**src/rtl/bug2_pkg.sv**
```systemverilog
// Shared types, constants and the arctangent table of the Bug2 navigation controller.
// Used by the controller, the datapath and the top level; depends on nothing else.
package bug2_pkg;

  localparam int CORDIC_STEPS_DEF = 16;
  localparam int ATAN_IDX_W       = 5;

  localparam logic signed [31:0] PI_Q24      = 32'sd52707179;
  localparam logic signed [31:0] TWO_PI_Q24  = 32'sd105414358;
  localparam logic signed [31:0] HALF_PI_Q24 = 32'sd26353589;

  localparam logic signed [15:0] ANG_SLOW  = 16'sd819;
  localparam logic signed [15:0] ANG_FAST  = 16'sd3277;
  localparam logic signed [15:0] LIN_SPEED = 16'sd410;

  localparam logic [2:0] ACT_TURN_LEFT  = 3'd0;
  localparam logic [2:0] ACT_TURN_RIGHT = 3'd1;
  localparam logic [2:0] ACT_ALIGNED    = 3'd2;
  localparam logic [2:0] ACT_FORWARD    = 3'd3;
  localparam logic [2:0] ACT_GOAL_STOP  = 3'd4;
  localparam logic [2:0] ACT_FIND_WALL  = 3'd5;
  localparam logic [2:0] ACT_GO_LEFT    = 3'd6;
  localparam logic [2:0] ACT_FOLLOW     = 3'd7;

  localparam logic [2:0] CFG_OBSTACLE   = 3'd0;
  localparam logic [2:0] CFG_FRONT_MIN  = 3'd1;
  localparam logic [2:0] CFG_LEAVE_LINE = 3'd2;
  localparam logic [2:0] CFG_GOAL_DIST  = 3'd3;
  localparam logic [2:0] CFG_YAW_TOL    = 3'd4;
  localparam logic [2:0] CFG_TICKS      = 3'd5;
  localparam logic [2:0] CFG_FOLLOW_MIN = 3'd6;

  typedef struct packed {
    logic signed [31:0] goal_x;
    logic signed [31:0] goal_y;
    logic signed [31:0] pos_x;
    logic signed [31:0] pos_y;
    logic signed [15:0] heading;
    logic [15:0]        range_front;
    logic [15:0]        range_left;
    logic [15:0]        range_right;
  } in_word_t;

  typedef struct packed {
    logic signed [15:0] linear_velocity;
    logic signed [15:0] angular_velocity;
    logic [2:0]         action;
  } out_word_t;

  typedef enum logic [1:0] {
    PH_TURN = 2'd0,
    PH_GO   = 2'd1,
    PH_DONE = 2'd2
  } phase_t;

  typedef enum logic [3:0] {
    MOP_DX, MOP_DY, MOP_GD, MOP_GXPY, MOP_GYPX, MOP_GXGX, MOP_GYGY,
    MOP_LD, MOP_CC, MOP_LG
  } mop_t;

  typedef enum logic [3:0] {
    S_IDLE, S_CORD_INIT, S_CORD_NORM, S_CORD_ITER, S_ERR_INIT, S_ERR_WRAP,
    S_MUL_LOAD, S_MUL_RUN, S_MUL_WB, S_CROSS, S_DECIDE, S_EMIT
  } state_t;

  typedef struct packed {
    logic load;
    logic cord_init;
    logic cord_norm;
    logic cord_iter;
    logic err_init;
    logic err_wrap;
    logic mul_load;
    logic mul_run;
    logic mul_wb;
    logic cross_calc;
    logic decide;
    logic emit;
    mop_t mop;
  } cmd_t;

  typedef struct packed {
    logic   wall_mode;
    phase_t phase;
    logic   zero;
    logic   norm_done;
    logic   cord_last;
    logic   err_ok;
    logic   mul_last;
    logic   res_has;
    logic   out_free;
  } status_t;

  function automatic logic signed [31:0] atan_q24(input logic [ATAN_IDX_W-1:0] idx);
    logic signed [31:0] v;
    case (idx)
      5'd0:  v = 32'sd13176795;
      5'd1:  v = 32'sd7778716;
      5'd2:  v = 32'sd4110060;
      5'd3:  v = 32'sd2086331;
      5'd4:  v = 32'sd1047214;
      5'd5:  v = 32'sd524117;
      5'd6:  v = 32'sd262123;
      5'd7:  v = 32'sd131069;
      5'd8:  v = 32'sd65536;
      5'd9:  v = 32'sd32768;
      5'd10: v = 32'sd16384;
      5'd11: v = 32'sd8192;
      5'd12: v = 32'sd4096;
      5'd13: v = 32'sd2048;
      5'd14: v = 32'sd1024;
      5'd15: v = 32'sd512;
      5'd16: v = 32'sd256;
      5'd17: v = 32'sd128;
      5'd18: v = 32'sd64;
      5'd19: v = 32'sd32;
      5'd20: v = 32'sd16;
      5'd21: v = 32'sd8;
      5'd22: v = 32'sd4;
      5'd23: v = 32'sd2;
      default: v = 32'sd0;
    endcase
    return v;
  endfunction

endpackage

```
**src/rtl/bug2_ctrl.sv**
```systemverilog
// Sequencing state machine of the Bug2 controller: steps the datapath through each frame.
// Depends on bug2_pkg for the state, operation, command and status types.
module bug2_ctrl (
  input  logic              clk,
  input  logic              rst_n,
  input  logic              in_valid,
  output logic              in_stall,
  input  bug2_pkg::status_t st,
  output bug2_pkg::cmd_t    cmd
);

  bug2_pkg::state_t state_r;
  bug2_pkg::state_t state_nxt;
  bug2_pkg::mop_t   mop_r;
  bug2_pkg::mop_t   mop_nxt;

  always_comb begin
    state_nxt = state_r;
    mop_nxt   = mop_r;
    case (state_r)
      bug2_pkg::S_IDLE: begin
        if (in_valid) begin
          if (st.wall_mode) begin
            state_nxt = bug2_pkg::S_MUL_LOAD;
            mop_nxt   = bug2_pkg::MOP_GXPY;
          end else begin
            state_nxt = bug2_pkg::S_CORD_INIT;
          end
        end
      end
      bug2_pkg::S_CORD_INIT: state_nxt = bug2_pkg::S_CORD_NORM;
      bug2_pkg::S_CORD_NORM: begin
        if (st.zero) begin
          state_nxt = bug2_pkg::S_ERR_INIT;
        end else if (st.norm_done) begin
          state_nxt = bug2_pkg::S_CORD_ITER;
        end
      end
      bug2_pkg::S_CORD_ITER: begin
        if (st.cord_last) begin
          state_nxt = bug2_pkg::S_ERR_INIT;
        end
      end
      bug2_pkg::S_ERR_INIT: state_nxt = bug2_pkg::S_ERR_WRAP;
      bug2_pkg::S_ERR_WRAP: begin
        if (st.err_ok) begin
          if (st.phase == bug2_pkg::PH_GO) begin
            state_nxt = bug2_pkg::S_MUL_LOAD;
            mop_nxt   = bug2_pkg::MOP_DX;
          end else begin
            state_nxt = bug2_pkg::S_DECIDE;
          end
        end
      end
      bug2_pkg::S_MUL_LOAD: state_nxt = bug2_pkg::S_MUL_RUN;
      bug2_pkg::S_MUL_RUN: begin
        if (st.mul_last) begin
          state_nxt = bug2_pkg::S_MUL_WB;
        end
      end
      bug2_pkg::S_MUL_WB: begin
        state_nxt = bug2_pkg::S_MUL_LOAD;
        case (mop_r)
          bug2_pkg::MOP_DX:   mop_nxt = bug2_pkg::MOP_DY;
          bug2_pkg::MOP_DY:   mop_nxt = bug2_pkg::MOP_GD;
          bug2_pkg::MOP_GXPY: mop_nxt = bug2_pkg::MOP_GYPX;
          bug2_pkg::MOP_GYPX: mop_nxt = bug2_pkg::MOP_GXGX;
          bug2_pkg::MOP_GXGX: mop_nxt = bug2_pkg::MOP_GYGY;
          bug2_pkg::MOP_GYGY: mop_nxt = bug2_pkg::MOP_LD;
          bug2_pkg::MOP_LD:   state_nxt = bug2_pkg::S_CROSS;
          bug2_pkg::MOP_CC:   mop_nxt = bug2_pkg::MOP_LG;
          default:            state_nxt = bug2_pkg::S_DECIDE;
        endcase
      end
      bug2_pkg::S_CROSS: begin
        state_nxt = bug2_pkg::S_MUL_LOAD;
        mop_nxt   = bug2_pkg::MOP_CC;
      end
      bug2_pkg::S_DECIDE: state_nxt = bug2_pkg::S_EMIT;
      bug2_pkg::S_EMIT: begin
        if (!st.res_has || st.out_free) begin
          state_nxt = bug2_pkg::S_IDLE;
        end
      end
      default: state_nxt = bug2_pkg::S_IDLE;
    endcase
  end

  always_comb begin
    cmd            = '0;
    cmd.mop        = mop_r;
    cmd.load       = (state_r == bug2_pkg::S_IDLE) && in_valid;
    cmd.cord_init  = (state_r == bug2_pkg::S_CORD_INIT);
    cmd.cord_norm  = (state_r == bug2_pkg::S_CORD_NORM);
    cmd.cord_iter  = (state_r == bug2_pkg::S_CORD_ITER);
    cmd.err_init   = (state_r == bug2_pkg::S_ERR_INIT);
    cmd.err_wrap   = (state_r == bug2_pkg::S_ERR_WRAP);
    cmd.mul_load   = (state_r == bug2_pkg::S_MUL_LOAD);
    cmd.mul_run    = (state_r == bug2_pkg::S_MUL_RUN);
    cmd.mul_wb     = (state_r == bug2_pkg::S_MUL_WB);
    cmd.cross_calc = (state_r == bug2_pkg::S_CROSS);
    cmd.decide     = (state_r == bug2_pkg::S_DECIDE);
    cmd.emit       = (state_r == bug2_pkg::S_EMIT);
    in_stall       = (state_r != bug2_pkg::S_IDLE);
  end

  always_ff @(posedge clk) begin
    if (!rst_n) begin
      state_r <= bug2_pkg::S_IDLE;
      mop_r   <= bug2_pkg::MOP_DX;
    end else begin
      state_r <= state_nxt;
      mop_r   <= mop_nxt;
    end
  end

endmodule

```
**config.mk**
```make
export PLATFORM = sky130hd
export DESIGN_NAME = bug2_ctrl
export DESIGN_NICKNAME = d
export VERILOG_FILES = /design/src/rtl/bug2_pkg.sv /design/src/rtl/bug2_ctrl.sv
export SDC_FILE = /design/constraint.sdc
export NUM_CORES = 1
export LEC_CHECK = 0
export BUFFER_PORTS_ARGS = -buffer_cell sky130_fd_sc_hd__buf_2
export CORE_UTILIZATION = 52
export CTS_CLUSTER_DIAMETER = 120
export DETAILED_ROUTE_END_ITERATION = 6
export PLACE_DENSITY = 0.82
export SLEW_MARGIN = 5
export SYNTH_ARGS = -nofsm -noshare
export SYNTH_HDL_FRONTEND = slang
export SYNTH_SLANG_ARGS = --single-unit
```
**constraint.sdc**
```tcl
create_clock -name clk -period 2.75 [get_ports clk]
set_input_delay 0.275 -clock clk [delete_from_list [all_inputs] [get_ports clk]]
set_output_delay 0.275 -clock clk [all_outputs]
set_load 0.02 [all_outputs]
```
After elaboration in Yosys (flattened, before gate mapping)
Cells that the tools add are included.
- mux-type cells: 17
- reduce and logical (&&, ||, !) cells: 10
- equal/unequal tests: 28
- operators by type and width (operator ; count):
    4-bit 2-to-1 mux ; 12
    4-bit one-hot mux with 12 select lines ; 1
    4-bit by 3-bit == test with 1-bit output (second input constant) ; 8
    4-bit one-hot mux with 7 select lines ; 1
    4-bit == test (second input constant) ; 5
    4-bit one-hot mux with 4 select lines ; 1
    4-bit by 2-bit == test with 1-bit output (second input constant) ; 3
    6-bit AND reduction ; 2
    2-bit != test (second input constant) ; 5
    4-bit by 1-bit == test with 1-bit output (second input constant) ; 2
    4-bit logical NOT ; 2
    8-bit by 1-bit != test with 1-bit output (second input constant) ; 1
    4-bit one-hot mux with 2 select lines ; 1
    4-bit nonzero test ; 2
    7-bit OR reduction ; 1
    2-bit by 1-bit != test with 1-bit output (second input constant) ; 2
    3-bit 2-to-1 mux ; 1
    3-bit != test (second input constant) ; 1
    2-bit by 1-bit == test with 1-bit output (second input constant) ; 1
    1-bit logical AND ; 1
    1-bit logical NOT ; 1
    1-bit logical OR ; 1
- output and inout bits: 17
- register bits after elaboration: 8

Logic depth before layout (Yosys ltp)
Gate-level depths: netlist of the first run.
- word-level depth: 4
- gate-level depth with buffers: 7
- depth with buffers taken out: 6

Least setup slack after synthesis of the first run
OpenSTA, ideal clock, no wires.
- path type: reg-to-reg
- start point: register state_r[0]
- end point: register mop_r[1]
- library setup time: 0.091 ns
- stages on the path, launching flop included: 6
- setup slack: 1.231 ns
- period minus slack after synthesis: 1.519 ns
- data required time: 2.659 ns
- arrival: 1.428 ns
- cells stage by stage: dfxtp_1 > nand2b_1 > or3_1 > inv_1 > nand3_1 > a311oi_1
- RTL lines (item ; line ; text):
    from (decl) ; bug2_ctrl.sv:12 ; bug2_pkg::state_t state_r;
    from (signal assigned) ; bug2_ctrl.sv:109 ; state_r <= bug2_pkg::S_IDLE;
    from (signal assigned) ; bug2_ctrl.sv:112 ; state_r <= state_nxt;
    to (signal assigned) ; bug2_ctrl.sv:110 ; mop_r <= bug2_pkg::MOP_DX;
    to (signal assigned) ; bug2_ctrl.sv:113 ; mop_r <= mop_nxt;
    to (decl) ; bug2_ctrl.sv:14 ; bug2_pkg::mop_t mop_r;

==> results.txt, run 1 <==
The flow ran to the end, and the final reports show no timing, DRC or antenna violations. The synthesized netlist occupies a cell area of 819.5 µm². The critical path data required time is 2480 ps. In the final design database the tool counted 154 nets.

The critical-path maximum fanout is 14. The total nets after synthesis came out at 130. The clock reaches the later pin of the worst-skew pair after 260 ps. The tree is rooted in a sky130_fd_sc_hd__clkbuf_4. In this run, synthesis produced a sequential element count of 8. Gates resized during post-CTS repair numbered 0. The remaining number of nets flagged by the antenna check after routing came out at 0.

The post-detailed-route wirelength per cell is 14.26 µm. The final routed DRC violation total is 0. The top-level I/O count came out at 30. After routing, the total negative slack on setup checks comes to 0 ps.

The first TritonRoute pass finished after 4 iterations. The largest clock skew in the final design is 2.949 ps. The number of enable-type register cells in the synthesized netlist is 0.

TritonCTS built the clock tree. The number of endpoints failing setup at the final stage is 0. The initial detailed-routing violation count came out at 37.

The TritonCTS sink count came out at 8. Power spread over the standard cell area amounts to 831.0 mW/mm². Derived from the worst setup path, the maximum achievable clock frequency is 473.8 MHz. The average size of a mapped cell came out at 7.005 µm². The starting utilization of the core area is 59.28%.

The normalized max-slew margin is 54.53%. Relative to the synthesized area, the layout overhead comes to 16.49%. The height of the chip is 41.70 µm.

Counting tap cells, the placed design contains a total of 151 instances. The maximum number of pins on one net before global-route repair came out at 22. The via density per instance is 6.182. The worst hold path belongs to the class primary input to flip-flop. The gate count of the mapped netlist came out at 117.

The count of hold buffers inserted by post-cts repair came out at 0. The clock period minus worst slack came out at 2111 ps. Timing analysis after detailed placement gives a worst setup slack of 802.7 ps. Data arrives at the worst endpoint at 1840 ps. The number of inserted filler cells in the final layout came out at 123. The number of max-cap violations is 0. The first global-routing pass estimated 3477 µm of wire. The number of buffers inserted to repair setup after CTS came out at 0. The diode insertion count for antenna repair is 0. The die covers 0.001739 mm².

For this run, the total global-route usage over all layers was measured as 25.27%. The die width came out at 41.70 µm. The transition at the pin with the smallest max-transition slack is 681.1 ps. STA classifies the critical path endpoint as a primary output. The number of global-route vias before repair is 799.

Summed over all layers, the global routing overflow is 0. The share of synthesized flip-flops with an asynchronous set or reset is 0%. The initial antenna violation count is 0.

The worst path meets setup with 639.5 ps of slack. The level count of the clock H-tree came out at 1. The final-report max-slew violation count is 0. Counting the buffers created by CTS gives 3. During placement, the flow inserted port buffers numbering 29. Leaving out filler cells and counting taps, the final layout contains 154.

The worst setup path is launched from a flip-flop. The count of final hold-check violations is 0. The share of layout cells above drive strength 1 is 28.06%.

The sequential element share of the synthesized area came out at 19.54%. The final critical path takes up 76.75% of the cycle. Clock-pin slew was measured on the worst setup and hold paths at 60 ps. The number of different library cells in the post-synthesis netlist is 45.

The number of synthesis warnings came out at 0. The worst setup path is of the flip-flop to primary output kind. The final HPWL from detailed placement is 1632 µm. The global placement routability congestion came out at 0.8387. Summed over all layers, the routed wires come to 2196 µm.

Setup repair after global routing left no endpoint under its margin. The static leakage power is 0.4242 nW. The maximum resistive drop on vdd came out at 0.0005420 V. The overall via count from detail_route came out at 952. The clock tree buffer depth came out at 2. The number of standard-cell rows in the floorplan is 13. The total area inside the core boundary comes to 0.001383 mm². For this run, the leading register cell type out of synthesis is sky130_fd_sc_hd__dfxtp_1.
## metal layers
layer | global-route usage (%) | part of all wire, %
met1 | 35.92 | 45
met2 | 38.44 | 46
met3 | 7.826 | 9.0
met4 | 3.226 | 0
met5 | 0 | 0
## kinds of logic (layout without fill, tap and decap cells)
group           after synthesis  after routing  synth area share, %
mux                           2              2                2.443
buf+inv                      16             38                9.006
compound gates               42             42                36.49
xor+xnor                      2              2                2.138
simple gates                 47             47                30.38
flops                         8              8                19.54
## state kept, by name, indices dropped and copies added, names as in the netlist
signal / cells
mop_r: 4
state_r: 4
## cell usage after synthesis, types with 2 or more instances
master	n	area [µm²]
sky130_fd_sc_hd__nand2_1	9	33.78
sky130_fd_sc_hd__a31oi_1	2	12.51
sky130_fd_sc_hd__o21ai_0	6	30.03
sky130_fd_sc_hd__o31ai_1	2	15.01
sky130_fd_sc_hd__o22ai_1	3	18.77
sky130_fd_sc_hd__inv_1	6	22.52
sky130_fd_sc_hd__buf_2	5	25.02
sky130_fd_sc_hd__mux2i_1	2	20.02
sky130_fd_sc_hd__nand3b_1	2	15.01
sky130_fd_sc_hd__clkbuf_1	3	11.26
sky130_fd_sc_hd__or3_1	2	12.51
sky130_fd_sc_hd__a21oi_1	11	55.05
sky130_fd_sc_hd__a311oi_1	3	26.28
sky130_fd_sc_hd__nor3_1	5	25.02
sky130_fd_sc_hd__nor2_1	12	45.04
sky130_fd_sc_hd__nand2b_1	5	31.28
sky130_fd_sc_hd__nand3_1	3	15.01
sky130_fd_sc_hd__nand4b_1	2	17.52
sky130_fd_sc_hd__dfxtp_1	8	160.2
## critical path: stages, from the launching register on
cell and delay [ps]:
sky130_fd_sc_hd__dfxtp_1 600, sky130_fd_sc_hd__nand2b_1 200, sky130_fd_sc_hd__or3_1 420, sky130_fd_sc_hd__inv_1 160, sky130_fd_sc_hd__buf_2 190
## power by group
part	internal, W	leakage [nW]	switching [W]
registers	0.000148	0.0656	0.000109
logic	0.000182	0.345	0.000259
clock network	0.0000503	0.0138	0.0000453
total	0.000380	0.424	0.000414
## placed cells by master (no fill, tap or decap), drive strengths merged, types with 3 or more instances in the layout
cell / instances
a21oi: 11
or3: 3
dfxtp: 8
nand2: 9
nand2b: 5
buf: 29
o22ai: 4
clkbuf: 3
nor3: 5
a311oi: 3
nor2: 12
nand3: 3
o21ai: 6
inv: 6
## worst paths after layout
path / startpoint / end / slack [ps] / cells after the start
worst max-delay path: state_r[3]$_SDFFE_PN0P_ / cmd[7] / 640 / 4
worst min register to register: mop_r[3]$_SDFFE_PN0P_ / mop_r[3]$_SDFFE_PN0P_ / 540 / 2
worst max register to register: state_r[2]$_SDFFE_PN0P_ / mop_r[0]$_SDFFE_PN0P_ / 720 / 5
worst min-delay path: rst_n / state_r[3]$_SDFFE_PN0P_ / 330 / 2
## cell type report
cell class	count	area, µm²	share of cell area [%]
clock buffer	3	22.52	2.359
inverter	6	22.52	2.359
multi-input combinational	93	585.6	61.34
tap	15	18.77	1.966
timing repair buffer	29	145.1	15.20
sequential	8	160.2	16.78
## per-stage QoR
step / power, W / hold slack [ps] / util [%] / instance area [µm²]
2_1_floorplan: 0.0005930 / 528.3 / - / 819.5
3_3_place_gp: 0.0006805 / 537.5 / 67.42 / 932.1
3_5_place_dp: 0.0006928 / 525.4 / 67.42 / 932.1
4_1_cts: 0.0007880 / 328.8 / 69.05 / 954.7
5_1_grt: 0.0008522 / 342.6 / 69.05 / 954.7
6_report: 0.0007934 / 329.2 / 69.05 / 954.7
Note: power is estimated with default switching activity, not from simulation.
==> inputs of run 2 (changes only) <==
CORE_UTILIZATION = 48   (was 52)
PLACE_DENSITY = 0.77   (was 0.82)
clock period = 2.1 ns   (was 2.75 ns; I/O delays follow)
==> results.txt, run 2 (synthesized netlist as in run 1, its figures left out) <==
Prior to clock tree synthesis, the placed netlist has a worst setup slack of 275.7 ps. The flow ran to the end, and the final reports show no timing, DRC or antenna violations. Clock tree synthesis found a total of 8 sinks.

The clock period minus worst slack is 1958 ps. The critical-path maximum fanout is 14. The quantity of I/O buffers inserted on ports came out at 29. The signal on the critical path passes through nand2b_1 > or3_1 > inv_1 > buf_2. The clock input transition at the sequential cells of the worst setup and hold paths is 70 ps. The final-report max-slew violation count came out at 0. Once placement finished, the instance area stood at 955.9 µm². The transition at the pin with the smallest max-transition slack is 450.8 ps.

The clock tree buffer depth is 2. The count of nets left with antenna violations once routing finished came out at 0. The worst setup path is of the flip-flop to primary output kind.

Across the VDD grid, the largest voltage drop is 0.0006415 V. The count of final hold-check violations came to 0. The number of standard-cell rows in the floorplan is 14.

The level count of the clock H-tree came out at 1. The utilization after layout is 62.76%. The area of the die is 0.001877 mm². The number of endpoints failing setup at the final stage came out at 0. In the final timing run, aggregate negative setup slack is 0 ps. The slowest stage of the critical path is the sky130_fd_sc_hd__dfxtp_1 cell. Setup repair after global routing left no endpoint under its margin. The number of search-and-repair iterations in the first detailed-routing pass came out at 4. The highest clock frequency the design can meet came out at 510.7 MHz.

The initial detailed-routing violation count came out at 38. The library cells used most frequently in the layout, excluding fill and tap cells, are sky130_fd_sc_hd__buf_2, sky130_fd_sc_hd__nor2_1, sky130_fd_sc_hd__a21oi_1. The tree is rooted in a sky130_fd_sc_hd__clkbuf_4. The wire length of the first global-routing pass came out at 3795 µm. The number of inserted filler cells in the final layout is 148. The number of global-route vias before repair was 926. The static leakage power came out at 0.4390 nW.

Gates resized during post-CTS repair numbered 0. The wire-length estimate of the detail-placed layout is 1723 µm. The CTS tree is yes. The global routing stage identified its most utilized layer as met2. In the final routed layout, each cell accounts on average for 13.98 µm. The initial antenna violation count came out at 0. The worst setup path is launched from a flip-flop. The placed instance count came out at 155.

The height of the chip is 43.32 µm. The diode insertion count for antenna repair is 0. With fillers left out, the area of the finished cells amounts to 978.4 µm². The routing usage on met1 is 33.16%. The power density over the cells is 1094 mW/mm². The tool flagged a number of max-cap violations equal to 0. The final routed DRC violation total came out at 0.

The starting utilization of the core area came out at 52.57%. The top-level I/O count is 30. Across the routed clock network, the largest skew measured is 9.161 ps. At the later pin of the worst-skew pair, clock insertion delay measures 270 ps. The global-route track usage on met2 came out at 43.64%. The total number of nets in the final design is 157. The number of buffers inserted to repair setup after CTS came out at 0. The count of hold buffers inserted by post-cts repair is 0. The library cell used most frequently in the layout, excluding fill and tap cells, is sky130_fd_sc_hd__buf_2. For met3 alone, demand over resource in global routing was 5.957%. The placeable core region came out at 0.001559 mm².

The overall routed net length came out at 2209 µm. The overall via count from detail_route is 985. In the final layout, the registers with the most flip-flops are mop_r (4), state_r (4). STA puts the critical path data required time at 1890 ps. The via density per instance is 6.234. The layout overhead on the synthesized area is 19.39%. The remaining global-route overflow is 0. STA puts the critical path data arrival time at 1750 ps. The share of layout cells above drive strength 1 came out at 29.58%.

The worst min-delay path class is primary input to flip-flop. Setup slack on the critical path of the routed design comes to 142.0 ps. The normalized max-slew margin came out at 69.91%. The worst stage delay on the critical path came out at 560 ps. The number of clock buffers inserted by TritonCTS came out at 3.

The global placement routability congestion is 0.8617. The final cell count without fillers is 158. The die width is 43.32 µm. The all-layer global routing usage came out at 26.98%. The maximum number of pins on one net before global-route repair is 17. The fraction of the cycle the final worst path needs came out at 93.24%. Across all register-to-register paths, the minimum setup slack is 240 ps. STA classifies the critical path endpoint as a primary output.
run 2: layout make-up:
type                            instances  area, µm²  area share, %
Timing Repair Buffer                   32      167.7          17.14
Inverter                                6      22.52          2.302
Sequential cell                         8      160.2          16.37
Multi-Input combinational cell         93      585.6          59.85
Tap cell                               16      20.02          2.046
Clock buffer                            3      22.52          2.302
run 2: worst paths after layout:
path / start / to / cells after the start
worst max-delay path: state_r[3]$_SDFFE_PN0P_ / cmd[7] / 4
worst min-delay path: rst_n / state_r[3]$_SDFFE_PN0P_ / 2
worst max register to register: state_r[2]$_SDFFE_PN0P_ / mop_r[1]$_SDFFE_PN0P_ / 5
worst min register to register: mop_r[3]$_SDFFE_PN0P_ / mop_r[3]$_SDFFE_PN0P_ / 2
run 2: power by group:
| group | total, W | switching (W) | internal [W] |
|---|---|---|---|
| registers | 0.000313 | 0.000120 | 0.000193 |
| logic | 0.000629 | 0.000368 | 0.000261 |
| clock network | 0.000129 | 0.0000625 | 0.0000660 |
run 2: per-layer routing:
| layer | vias to the layer above | share of wire [%] |
|---|---|---|
| li1 | 485 | - |
| met1 | 454 | 43 |
| met2 | 42 | 49 |
| met3 | 4 | 6.9 |
| met4 | 0 | 1.7 |
| met5 | - | 0 |
run 2: stage by stage:
stage               hold WS, ps   power, W
floorplan                 463.3  0.0007766
global placement          518.4  0.0009229
detailed placement        526.9  0.0009382
CTS                       267.1   0.001067
global route              281.3   0.001158
finish                    273.6   0.001071
run 2: worst max-delay path, delay by kind of cell (launching register included):
kind / cells / cell delay (ps)
buf+inv: 2 / 350
flops: 1 / 560
simple gates: 2 / 560
==> inputs of run 3 (changes only) <==
BUFFER_PORTS_ARGS = unset   (was -buffer_cell sky130_fd_sc_hd__buf_2)
CORE_UTILIZATION = 61   (was 48)
DONT_BUFFER_PORTS = 1   (was unset)
PLACE_DENSITY = 0.76   (was 0.77)
==> results.txt, run 3 (synthesized netlist as in run 1, its figures left out) <==
The flow ran to the end, and the final reports show no timing, DRC or antenna violations. The largest registers in the layout are mop_r (4), state_r (4). The number of standard-cell rows in the floorplan came out at 12. Summing all multi-input logic gate instances after layout gives 585.6 µm².

For this design the top-level I/O count stands at 30. The number of clock buffers added by TritonCTS is 3. Across all layers, the routed design uses 905 vias. The clock latency reported for the late side of the worst-skew pair is 270 ps. The clock input transition at the sequential cells of the worst setup and hold paths came out at 60 ps. The sequential cells in the finished layout cover a total of 160.2 µm². The wire length of the first global-routing pass is 3063 µm. Buffers added to address setup during post-CTS repair amount to 0.

Setup repair after global routing left no endpoint under its margin. In the final layout, the share of cells above drive strength 1 is 14.53%. The total negative setup slack is 0 ps. The largest clock skew in the final design came out at 11.08 ps. The worst setup path is captured at a flip-flop. The fraction of the cycle the final worst path needs came out at 92.70%. The detail route stage leaves a number of antenna-violating nets equal to 0. The count of final hold-check violations is 0. In this run the clock root is driven by a sky130_fd_sc_hd__clkbuf_4. The normalized max-slew margin came out at 66.23%. The worst setup path is launched from a flip-flop. The number of inserted filler cells in the final layout is 107. The clock period minus worst slack came out at 1947 ps.

The starting utilization of the core area came out at 69.98%. The transition at the pin with the smallest max-transition slack is 505.8 ps. The height of the chip is 38.66 µm.

TritonCTS built the clock tree. The number of endpoints failing setup at the final stage is 0. The count of hold buffers inserted by post-cts repair came out at 0. The level count of the clock H-tree came out at 1. In the layout the commonest cells are sky130_fd_sc_hd__nor2_1, sky130_fd_sc_hd__a21oi_1, sky130_fd_sc_hd__nand2_1. The final HPWL from detailed placement is 1606 µm.

The critical path data required time is 2240 ps. For this run, the post-layout net count is 132. For this run, the total global-route usage over all layers was measured as 30.61%.

The critical setup path kind is flip-flop to flip-flop. During placement, the flow inserted port buffers numbering 0. Counting along the longest clock path gives a buffer depth of 2.

Entering global routing, the biggest net connects 17 pins. The final non-filler cell area is 860.8 µm². The detailed router finished its first iteration with 34 violations. The number of max-cap violations is 0. The number of search-and-repair iterations in the first detailed-routing pass is 4. Data on the critical path arrives at its endpoint at 2090 ps.

The worst stage delay on the critical path came out at 610 ps. The TritonCTS sink count is 8. The repair_antennas step left the layout with diodes totalling 0. The worst hold path belongs to the class primary input to flip-flop.

Compared with the post-synthesis result, the final layout area differs by 5.038%. The placed instance area is 838.3 µm². The floorplan step set the die width to 38.66 µm. The slowest cell on the critical path is sky130_fd_sc_hd__dfxtp_1.

The final-report max-slew violation count came to 0. The highest clock frequency the design can meet is 513.7 MHz. The final routed DRC violation total is 0. The library cell used most frequently in the layout, excluding fill and tap cells, is sky130_fd_sc_hd__nor2_1.

The signal on the critical path passes through nand2b_1 > a22o_1 > or3_1 > nor2_1 > a311oi_1. The total area inside the core boundary comes to 0.001171 mm². The final layout contains routed wiring with a total length of 2104 µm. The global placement routability congestion came out at 0.8716. The worst-case IR drop observed on VDD is 0.0007135 V. The power density over the cells is 1156 mW/mm².

The worst-case hold slack came out at 82.30 ps. The critical-path maximum fanout is 16. For this design the static power due to leakage is 0.3247 nW.

For this run the aggregate overflow at the end of global routing stands at 0. The area of the die is 0.001494 mm². The post-detailed-route wirelength per cell is 16.06 µm.

Using the TritonRoute via totals, the vias-per-cell ratio works out to 6.908. The number of global-route vias before repair came to 672. The initial antenna violation count was 0.

The post-cts gate resize count is 0.
## run 3: changes by cell type in the layout (fill, tap and decap cells not counted), sizes merged
cell  before  now
buf       32    7
## run 3: per-layer routing
metal / share of wire, % / track usage, % / vias up
met3: 7.7 / 10.98 / 6
met4: 1.2 / 12.07 / 0
met5: 0 / 0 / -
met2: 42 / 42.92 / 43
met1: 49 / 41.90 / 417
li1: - / - / 439
## run 3: worst max-delay path: cells and delay by family (launching register included)
family           cells  cell delay [ps]
AND/OR/NAND/NOR      3              780
AO/OA/AOI/OAI        2              420
flip-flops           1              610
## run 3: metrics by stage
stage	cells	setup slack (ps)	total power, W	util (%)
2_1_floorplan	117	581.3	0.0007766	-
3_3_place_gp	128	301.4	0.0008489	71.58
3_5_place_dp	128	202.9	0.0008615	71.58
4_1_cts	131	199.0	0.0009811	73.50
5_1_grt	131	31.42	0.001060	73.50
6_report	131	153.3	0.0009949	73.50
## run 3: final cells by class
class	instances	share of cell area, %
Multi-Input combinational cell	93	68.02
Sequential cell	8	18.60
Timing Repair Buffer	7	6.105
Clock buffer	3	2.616
Inverter	6	2.616
Tap cell	14	2.035
## run 3: where the power goes
group | switching (W) | internal, W
Combinational | 0.000327 | 0.000214
Clock | 0.0000576 | 0.0000657
Sequential | 0.000138 | 0.000193
## run 3: path summary, 6_finish.rpt
kind	to	start	depth (start not counted)	slack [ps]
worst min-delay path	state_r[3]$_SDFFE_PN0P_	rst_n	1	80
worst max register to register	mop_r[0]$_SDFFE_PN0P_	state_r[0]$_SDFFE_PN0P_	5	150
worst max-delay path	mop_r[0]$_SDFFE_PN0P_	state_r[0]$_SDFFE_PN0P_	5	150
worst min register to register	mop_r[3]$_SDFFE_PN0P_	mop_r[3]$_SDFFE_PN0P_	2	670
